`config.mk`:
```
export PLATFORM = sky130hd
export DESIGN_NAME = record_header_stamp_crc32_flat
export DESIGN_NICKNAME = d
export VERILOG_FILES = /design/src/rtl/rhs_pkg.sv /design/src/rtl/rhs_if.sv /design/src/rtl/record_header_stamp_crc32.sv /design/src/rtl/rhs_apb_regs.sv /design/src/flat_wrapper.sv
export SDC_FILE = /design/constraint.sdc
export NUM_CORES = 1
export LEC_CHECK = 0
export BUFFER_PORTS_ARGS = -buffer_cell sky130_fd_sc_hd__buf_4
export CAP_MARGIN = 20
export CORE_AREA = 8 8 144 146
export DETAILED_ROUTE_END_ITERATION = 16
export DIE_AREA = 0 0 152 154
export GPL_TIMING_DRIVEN = 1
export PLACE_DENSITY = 0.66
export SLEW_MARGIN = 0
export SYNTH_ARGS = -nofsm -noshare
export SYNTH_HDL_FRONTEND = slang
export SYNTH_SLANG_ARGS = --single-unit
export TNS_END_PERCENT = 1
```
`constraint.sdc`:
```
create_clock -name clk_i -period 6.1 [get_ports clk_i]
set_input_delay 1.525 -clock clk_i [delete_from_list [all_inputs] [get_ports clk_i]]
set_output_delay 1.525 -clock clk_i [all_outputs]
set_load 0.1 [all_outputs]
```
`src/rtl/rhs_pkg.sv`:
```
`timescale 1ns / 1ps
`default_nettype none
// ----------------------------------------------------------------------------
// rhs_pkg: shared constants, types and functions
// Widths, header layout constants, status codes and the CRC-32 byte update.
// ----------------------------------------------------------------------------
package rhs_pkg;

  localparam int unsigned LENGTH_BITS = 16;
  localparam int unsigned POS_W       = 17;

  localparam logic [31:0] STAMP_MAGIC = 32'h4352_5348;
  localparam logic [31:0] CRC_POLY    = 32'hEDB8_8320;
  localparam logic [31:0] CRC_INIT    = 32'hFFFF_FFFF;

  localparam logic [POS_W-1:0] POS_MAX = {POS_W{1'b1}};

  // Header layout, as byte offsets
  localparam int unsigned CRC_FIELD_POS = 16;
  localparam logic [LENGTH_BITS-1:0] MIN_LENGTH = LENGTH_BITS'(CRC_FIELD_POS + 4);

  localparam logic [14:0] WORD_MAGIC  = 15'd0;
  localparam logic [14:0] WORD_LENGTH = 15'd2;
  localparam logic [14:0] WORD_CRC    = 15'(CRC_FIELD_POS / 4);

  localparam logic [15:0] CAPACITY_RESET = 16'hFFFF;

  typedef enum logic [1:0] {
    STATUS_OK       = 2'd0,
    STATUS_BAD_LEN  = 2'd1,
    STATUS_MISMATCH = 2'd2
  } status_e;

  // Reflected CRC-32, one byte, LSB first
  function automatic logic [31:0] crc_fold_byte(input logic [31:0] acc,
                                                input logic [7:0]  data);
    logic [31:0] c;
    c = acc ^ {24'b0, data};
    for (int k = 0; k < 8; k++) begin
      c = c[0] ? (CRC_POLY ^ (c >> 1)) : (c >> 1);
    end
    return c;
  endfunction

endpackage
`default_nettype wire

```
`src/rtl/rhs_if.sv`:
```
`timescale 1ns / 1ps
`default_nettype none
// ----------------------------------------------------------------------------
// rhs_if: stream channels of the header stamp block
// Input byte channel and result channel, each with valid/ready handshake.
// ----------------------------------------------------------------------------
interface rhs_in_if;
  logic                            valid;
  logic                            ready;
  logic [7:0]                      data_byte;
  logic [rhs_pkg::LENGTH_BITS-1:0] record_length;
  logic                            last;

  modport source (output valid, output data_byte, output record_length, output last,
                  input ready);
  modport sink   (input valid, input data_byte, input record_length, input last,
                  output ready);
endinterface

interface rhs_out_if;
  logic        valid;
  logic        ready;
  logic [7:0]  out_byte;
  logic [31:0] crc_value;
  logic        record_done;
  logic [1:0]  status;

  modport source (output valid, output out_byte, output crc_value, output record_done,
                  output status, input ready);
  modport sink   (input valid, input out_byte, input crc_value, input record_done,
                  input status, output ready);
endinterface
`default_nettype wire

```
`src/rtl/record_header_stamp_crc32.sv`:
```
`timescale 1ns / 1ps
`default_nettype none
// ----------------------------------------------------------------------------
// record_header_stamp_crc32: record header patching with CRC-32
// Stamps magic word, length and a zeroed CRC field into each record header
// and accumulates a reflected CRC-32 over the patched bytes.
// ----------------------------------------------------------------------------
//  channel  | direction | carries
//  ---------+-----------+----------------------------------------------------
//  in_if    | sink      | data_byte, record_length, last
//  out_if   | source    | out_byte, crc_value, record_done, status
//  APB      | slave     | buffer_capacity at address 0
//
//  One byte per cycle sustained while out_if takes each result; each result
//  follows its input transfer through the input register, then the result register.
//  The eight-bit CRC update between the two registers sets the clock path.
//  A stall on out_if holds both stages; the input register still fills once.
//  Reset returns capacity to 65535, CRC to all ones and the position to zero.
// ----------------------------------------------------------------------------
module record_header_stamp_crc32 (
  input  wire logic        clk_i,
  input  wire logic        rst_ni,
  rhs_in_if.sink           in_if,
  rhs_out_if.source        out_if,
  input  wire logic        psel,
  input  wire logic        penable,
  input  wire logic        pwrite,
  input  wire logic [2:0]  paddr,
  input  wire logic [31:0] pwdata,
  output logic      [31:0] prdata,
  output logic             pready
);

  localparam int unsigned LB = rhs_pkg::LENGTH_BITS;
  localparam int unsigned PW = rhs_pkg::POS_W;

  logic [15:0] capacity;

  rhs_apb_regs u_regs (
    .clk_i      (clk_i),
    .rst_ni     (rst_ni),
    .psel       (psel),
    .penable    (penable),
    .pwrite     (pwrite),
    .paddr      (paddr),
    .pwdata     (pwdata),
    .prdata     (prdata),
    .pready     (pready),
    .capacity_o (capacity)
  );

  // input stage
  logic          s1_valid_q;
  logic [7:0]    s1_byte_q;
  logic [LB-1:0] s1_len_q;
  logic          s1_last_q;
  logic          s1_adv;
  logic          in_xfer;

  // record state
  logic [31:0]   crc_q, crc_d;
  logic [PW-1:0] pos_q, pos_d;
  logic          lvalid_q, lvalid_d;

  // result stage
  logic          out_valid_q;
  logic [7:0]    out_byte_q, out_byte_d;
  logic [31:0]   out_crc_q, out_crc_d;
  logic          out_done_q;
  logic [1:0]    out_status_q, out_status_d;

  logic          ok_now;
  logic          valid_now;
  logic          in_range;
  logic [31:0]   len_word;
  logic [31:0]   crc_fold;
  logic [PW:0]   pos_inc;

  assign s1_adv       = s1_valid_q && (!out_valid_q || out_if.ready);
  assign in_if.ready  = !s1_valid_q || s1_adv;
  assign in_xfer      = in_if.valid && in_if.ready;

  always_ff @(posedge clk_i or negedge rst_ni) begin
    if (!rst_ni) begin
      s1_valid_q <= 1'b0;
    end else if (in_if.ready) begin
      s1_valid_q <= in_if.valid;
    end
  end

  always_ff @(posedge clk_i) begin
    if (in_xfer) begin
      s1_byte_q <= in_if.data_byte;
      s1_len_q  <= in_if.record_length;
      s1_last_q <= in_if.last;
    end
  end

  assign ok_now    = (s1_len_q >= rhs_pkg::MIN_LENGTH) &&
                     ({{(32-LB){1'b0}}, s1_len_q} <= {16'b0, capacity});
  assign valid_now = lvalid_q && ok_now;
  assign in_range  = pos_q < {{(PW-LB){1'b0}}, s1_len_q};
  assign len_word  = {{(32-LB){1'b0}}, s1_len_q};
  assign pos_inc   = {1'b0, pos_q} + {{PW{1'b0}}, 1'b1};

  // patch on the word index within the header, select the byte by the low bits
  always_comb begin
    out_byte_d = s1_byte_q;
    if (valid_now && in_range) begin
      case (pos_q[PW-1:2])
        rhs_pkg::WORD_MAGIC:  out_byte_d = rhs_pkg::STAMP_MAGIC[8*pos_q[1:0] +: 8];
        rhs_pkg::WORD_LENGTH: out_byte_d = len_word[8*pos_q[1:0] +: 8];
        rhs_pkg::WORD_CRC:    out_byte_d = 8'h00;
        default:              out_byte_d = s1_byte_q;
      endcase
    end
  end

  assign crc_fold = rhs_pkg::crc_fold_byte(crc_q, out_byte_d);

  always_comb begin
    crc_d        = crc_q;
    pos_d        = pos_q;
    lvalid_d     = lvalid_q;
    out_crc_d    = 32'b0;
    out_status_d = rhs_pkg::STATUS_OK;
    if (s1_adv) begin
      if (valid_now && in_range) begin
        crc_d = crc_fold;
      end
      lvalid_d = valid_now;
      if (s1_last_q) begin
        if (!valid_now) begin
          out_status_d = rhs_pkg::STATUS_BAD_LEN;
        end else begin
          out_crc_d = ~crc_d;
          if ((pos_q == rhs_pkg::POS_MAX) ||
              (pos_inc != {{(PW+1-LB){1'b0}}, s1_len_q})) begin
            out_status_d = rhs_pkg::STATUS_MISMATCH;
          end
        end
        crc_d    = rhs_pkg::CRC_INIT;
        pos_d    = '0;
        lvalid_d = 1'b1;
      end else if (pos_q != rhs_pkg::POS_MAX) begin
        pos_d = pos_inc[PW-1:0];
      end
    end
  end

  always_ff @(posedge clk_i or negedge rst_ni) begin
    if (!rst_ni) begin
      crc_q       <= rhs_pkg::CRC_INIT;
      pos_q       <= '0;
      lvalid_q    <= 1'b1;
      out_valid_q <= 1'b0;
    end else begin
      crc_q    <= crc_d;
      pos_q    <= pos_d;
      lvalid_q <= lvalid_d;
      if (s1_adv) begin
        out_valid_q <= 1'b1;
      end else if (out_if.ready) begin
        out_valid_q <= 1'b0;
      end
    end
  end

  always_ff @(posedge clk_i) begin
    if (s1_adv) begin
      out_byte_q   <= out_byte_d;
      out_crc_q    <= out_crc_d;
      out_done_q   <= s1_last_q;
      out_status_q <= out_status_d;
    end
  end

  assign out_if.valid       = out_valid_q;
  assign out_if.out_byte    = out_byte_q;
  assign out_if.crc_value   = out_crc_q;
  assign out_if.record_done = out_done_q;
  assign out_if.status      = out_status_q;

`ifndef NO_ASSERTIONS
  // only the final byte reports a CRC or a status
  assert property (@(posedge clk_i) disable iff (!rst_ni)
    out_valid_q && !out_done_q |-> out_crc_q == 32'b0 && out_status_q == rhs_pkg::STATUS_OK)
    else $error("crc or status on a non-final byte");

  // a rejected length never reports a CRC
  assert property (@(posedge clk_i) disable iff (!rst_ni)
    out_valid_q && out_status_q == rhs_pkg::STATUS_BAD_LEN |-> out_crc_q == 32'b0)
    else $error("crc reported with bad length");

  // record end restores the start state
  assert property (@(posedge clk_i) disable iff (!rst_ni)
    s1_adv && s1_last_q |=> pos_q == '0 && crc_q == rhs_pkg::CRC_INIT && lvalid_q)
    else $error("record state not restored after final byte");

  // an empty result register never blocks the input stage
  assert property (@(posedge clk_i) disable iff (!rst_ni)
    s1_valid_q && !out_valid_q |-> s1_adv && in_if.ready)
    else $error("pipeline stalled with empty output");
`endif

endmodule
`default_nettype wire

```
`src/rtl/rhs_apb_regs.sv`:
```
`timescale 1ns / 1ps
`default_nettype none
// ----------------------------------------------------------------------------
// rhs_apb_regs: configuration register file
// Holds buffer_capacity at byte addresses 0 to 3; addresses 4 to 7 read as zero.
// ----------------------------------------------------------------------------
module rhs_apb_regs (
  input  wire logic        clk_i,
  input  wire logic        rst_ni,
  input  wire logic        psel,
  input  wire logic        penable,
  input  wire logic        pwrite,
  input  wire logic [2:0]  paddr,
  input  wire logic [31:0] pwdata,
  output logic      [31:0] prdata,
  output logic             pready,
  output logic      [15:0] capacity_o
);

  logic [15:0] capacity_q, capacity_d;
  logic        sel_cap;
  logic        wr_en;

  // decode on the word index, byte lanes ignored
  assign sel_cap = (paddr[2] == 1'b0);
  assign wr_en   = psel && penable && pwrite && pready;
  assign pready  = 1'b1;

  always_comb begin
    capacity_d = capacity_q;
    if (wr_en && sel_cap) begin
      capacity_d = pwdata[15:0];
    end
  end

  always_ff @(posedge clk_i or negedge rst_ni) begin
    if (!rst_ni) begin
      capacity_q <= rhs_pkg::CAPACITY_RESET;
    end else begin
      capacity_q <= capacity_d;
    end
  end

  assign prdata     = sel_cap ? {16'b0, capacity_q} : 32'b0;
  assign capacity_o = capacity_q;

endmodule
`default_nettype wire
```
`src/flat_wrapper.sv`:
```
// flat-port wrapper written by rule: the top's interface ports become plain ports
module record_header_stamp_crc32_flat 
  (clk_i, rst_ni, psel, penable, pwrite, paddr, pwdata, prdata, pready, in_if_valid, in_if_data_byte, in_if_record_length, in_if_last, in_if_ready, out_if_valid, out_if_out_byte, out_if_crc_value, out_if_record_done, out_if_status, out_if_ready);
  rhs_in_if in_if_i ();
  rhs_out_if out_if_i ();
  input  wire logic clk_i;
  input  wire logic rst_ni;
  input  wire logic psel;
  input  wire logic penable;
  input  wire logic pwrite;
  input  wire logic [2:0] paddr;
  input  wire logic [31:0] pwdata;
  output logic      [31:0] prdata;
  output logic pready;
  input wire logic [$bits(in_if_i.valid)-1:0] in_if_valid;
  input wire logic [$bits(in_if_i.data_byte)-1:0] in_if_data_byte;
  input wire logic [$bits(in_if_i.record_length)-1:0] in_if_record_length;
  input wire logic [$bits(in_if_i.last)-1:0] in_if_last;
  output wire logic [$bits(in_if_i.ready)-1:0] in_if_ready;
  output wire logic [$bits(out_if_i.valid)-1:0] out_if_valid;
  output wire logic [$bits(out_if_i.out_byte)-1:0] out_if_out_byte;
  output wire logic [$bits(out_if_i.crc_value)-1:0] out_if_crc_value;
  output wire logic [$bits(out_if_i.record_done)-1:0] out_if_record_done;
  output wire logic [$bits(out_if_i.status)-1:0] out_if_status;
  input wire logic [$bits(out_if_i.ready)-1:0] out_if_ready;
  assign in_if_i.valid = in_if_valid;
  assign in_if_i.data_byte = in_if_data_byte;
  assign in_if_i.record_length = in_if_record_length;
  assign in_if_i.last = in_if_last;
  assign in_if_ready = in_if_i.ready;
  assign out_if_valid = out_if_i.valid;
  assign out_if_out_byte = out_if_i.out_byte;
  assign out_if_crc_value = out_if_i.crc_value;
  assign out_if_record_done = out_if_i.record_done;
  assign out_if_status = out_if_i.status;
  assign out_if_i.ready = out_if_ready;
  record_header_stamp_crc32 u_core (.clk_i(clk_i), .rst_ni(rst_ni), .in_if(in_if_i), .out_if(out_if_i), .psel(psel), .penable(penable), .pwrite(pwrite), .paddr(paddr), .pwdata(pwdata), .prdata(prdata), .pready(pready));
endmodule
```
==> reports/metrics.cfg <==
[synth]
synth-edff-count=68
synth-main-ff-cell=edfxtp_1
synthArstFlopShare=0.5000
synth.largest_area_cell=edfxtp_1
syn-mean-instance-area_um2=10.79
netlist_area_mm2=0.008172
yosysTopAreaCellShare=0.2499
synth.distinct_cells=71
yosysWarnings=0
synth_seq_area_share=0.4656
ys_seq_elements=136
synthTopCellsByArea=edfxtp_1 (25%), dfstp_2 (16%), xnor2_1 (5.9%)
syn_inst=757

[min_path]
hold_class=reg -> reg

[worst_setup_path]
crit_fanout=20
rrSetupSlack_ns=1.28
critPathKind=reg -> reg
crit_slowest_cell=and3_1
crit_path_start_kind=flip-flop
required_ns=6.27
crit_arrival_ns=4.99
max_stage_delay_ns=0.69
crit_top_cell=and3_1
cp-end-kind=flip-flop
crit_chain=inv_1, ha_1, a31o_2, and3_1, a22oi_1, and3_1, nand3_4, a221oi_4, xnor3_1, xnor2_2, xnor2_1, o2111a_1

[timing]
worst_pin_slew_ns=0.9516
fmax_ghz=0.2077
min_period_ns=4.815
finalHoldViolations=0
fin_skew_ns=0.006817
relSlewSlack=0.3492
setup_tns_ns=0
finalSetupViolations=0
fin_crit_sh=0.7894
rsz0062_at_grt=false
slew_viol_final=0

[clock_network]
clk_pin_slew_ns=0.06
cts_setup_buffers=0
clk_latency_ns=0.42
htreeDepth=4
cts_buffers=17
clockBufferDepth=2
ctsHoldBuffers=0
clock_sinks=136
ctsRootBufferMaster=clkbuf_16
cts_resized=0
cts_tree=done

[routing]
initialDrtViolationCount=516
routed_wl_mm=20.42
drc=0
viasPerCell=5.492
firstDrtPassIters=5
via_count=6047
wl_per_cell_um=18.54
ant_nets=0

[floorplanning]
row_count=50
die_width_um=152
initial_core_util=0.4428
die_y_um=154
coreArea_mm2=0.01846
die-area_mm2=0.02341
ios=145

[status]
status=complete, no violations

[pwr]
ir_drop_mv=0.2659
leakagePower_nw=4.039
p_per_area_mw_per_mm2=514.0

[placement]
io_buffers=109
gp_congestion=0.8205
placed_cell_area_mm2=0.009140
dpl.hpwl_mm=14.31
dp_cells=1069

[global_route]
grt_max_degree=69
antenna_found_initial=0
grt_usage=0.1758
grt_first_pass_wirelength_mm=32.83
grt-ovfl-total=0
grt_pass1_vias=6004

[final_layout]
syn2layout_area_growth_pct=18.76
final_core_util=0.5258
antenna_cells=0
fin_area_mm2=0.009704
final_cells=1101
num-nets-final=955
drive_above_1_share=0.2687

[flow_run]
drv_cap=0

==> final timing paths <==
| kind | from | end | depth (start not counted) |
|---|---|---|---|
| max | u_core.s1_len_q[9]$_DFFE_PP_ | u_core.out_if.crc_value[20]$_SDFFCE_PN0P_ | 12 |
| min | u_core.s1_valid_q$_DFFE_PN0N_ | u_core.out_if.valid$_DFFE_PN0P_ | 1 |
| max reg2reg | u_core.s1_len_q[9]$_DFFE_PP_ | u_core.out_if.crc_value[20]$_SDFFCE_PN0P_ | 12 |
| min reg2reg | u_core.s1_valid_q$_DFFE_PN0N_ | u_core.out_if.valid$_DFFE_PN0P_ | 1 |
| max in group asynchronous | rst_ni | u_core.pos_q[13]$_DFFE_PN0P_ | 1 |
| min in group asynchronous | rst_ni | u_core.s1_valid_q$_DFFE_PN0N_ | 1 |
==> cell usage after synthesis (all sizes together) (4+ instances only) <==
| cell | count |
|---|---|
| a21oi | 46 |
| a22oi | 4 |
| o22a | 7 |
| nor3 | 6 |
| ha | 34 |
| dfrtp | 19 |
| nand3 | 18 |
| dfstp | 49 |
| and3 | 10 |
| nand2 | 33 |
| nor4 | 7 |
| and4 | 9 |
| nand4 | 5 |
| o31ai | 8 |
| a21o | 10 |
| xnor3 | 8 |
| inv | 36 |
| mux2i | 4 |
| or3 | 4 |
| xor2 | 13 |
| edfxtp | 68 |
| a211oi | 25 |
| o21ai | 36 |
| mux2 | 17 |
| a221oi | 6 |
| xnor2 | 58 |
| a31oi | 6 |
| and2 | 17 |
| nand2b | 6 |
| clkbuf | 25 |
| o22ai | 5 |
| nor2b | 9 |
| buf | 27 |
| nor2 | 86 |
==> where the power goes <==
group / internal, W / switching (W) / total (W)
registers: 0.00123 / 0.000148 / 0.00138
clock network: 0.000598 / 0.000404 / 0.00100
logic: 0.000998 / 0.00161 / 0.00260
==> critical path: cells and delay by family (launching register included) <==
family | cells | cell delay (ns)
xor gates and xnor gates | 3 | 0.99
and+or+nand+nor | 3 | 1.20
adders and majority gates | 1 | 0.29
DFF | 1 | 0.57
AOI/OAI and AO/OA | 4 | 1.42
buffers and inverters | 1 | 0.09
==> registers in the layout (all words and copies together), names as in the netlist <==
register / cells
u_core.u_regs.capacity_o: 16
u_core.s1_len_q: 16
u_core.out_if.out_byte: 8
u_core.out_if.crc_value: 32
u_core.crc_q: 32
u_core.s1_last_q: 1
u_core.out_if.valid: 1
u_core.lvalid_q: 1
u_core.s1_valid_q: 1
u_core.s1_byte_q: 8
u_core.out_if.record_done: 1
u_core.out_if.status: 2
u_core.pos_q: 17
==> cell usage in the layout, fill, tap and decap left out, types with 5 or more instances in the layout <==
cell	count
o22a_1	7
conb_1	17
nand2_1	32
xnor2_1	55
nand2b_1	6
dfrtp_1	19
nor2b_1	9
nand4_1	5
o21ai_0	33
and4_1	9
a21oi_1	45
a31oi_1	6
and3_1	10
xor2_1	13
a21o_1	10
mux2_2	17
o22ai_1	5
ha_1	34
and2_1	16
inv_1	35
o31ai_1	7
dfstp_2	49
edfxtp_1	68
xnor3_1	8
nor2_1	86
clkbuf_16	17
buf_4	115
a211oi_1	25
nand3_1	17
==> kinds of logic (layout without fill, tap and decap cells) <==
logic type / after synthesis / count (layout) / share of synthesized area
buffers and inverters: 88 / 183 / 0.05007
other: 2 / 17 / 0.0009190
AND/OR/NAND/NOR: 222 / 222 / 0.1456
XOR/XNOR: 82 / 82 / 0.1096
AO/OA/AOI/OAI: 172 / 172 / 0.1478
multiplexers: 21 / 21 / 0.02833
flip-flops: 136 / 136 / 0.4656
adder cells (fa/ha/maj): 34 / 34 / 0.05206
==> routing by layer <==
layer  part of all wire  vias up  GRT usage
met2               0.44      198     0.2554
met5                  0        -          0
met4              0.018        0    0.06045
met1               0.48     2934     0.2466
li1                   -     2887          -
met3              0.063       28    0.04821
==> cell type report <==
| cell class | instances | area (µm²) |
|---|---|---|
| Sequential cell | 136 | 3805 |
| Fill cell | 1634 | 8751 |
| Multi-Input combinational cell | 548 | 4044 |
| Inverter | 36 | 135.1 |
| Tap cell | 234 | 292.8 |
| Clock inverter | 13 | 131.4 |
| Timing Repair Buffer | 115 | 863.3 |
| Clock buffer | 19 | 432.9 |
==> per-stage QoR <==
stage                     hold WS, ns  total power [W]  setup WS, ns
after floorplan                0.4244         0.003495         1.429
after global placement         0.4778         0.003974         1.310
after detailed placement       0.4914         0.003987         1.276
after CTS                      0.4954         0.005006         1.275
after global routing           0.5290         0.005263        0.9590
final                          0.4963         0.004988         1.285
Power figures use the tool's default switching activity.
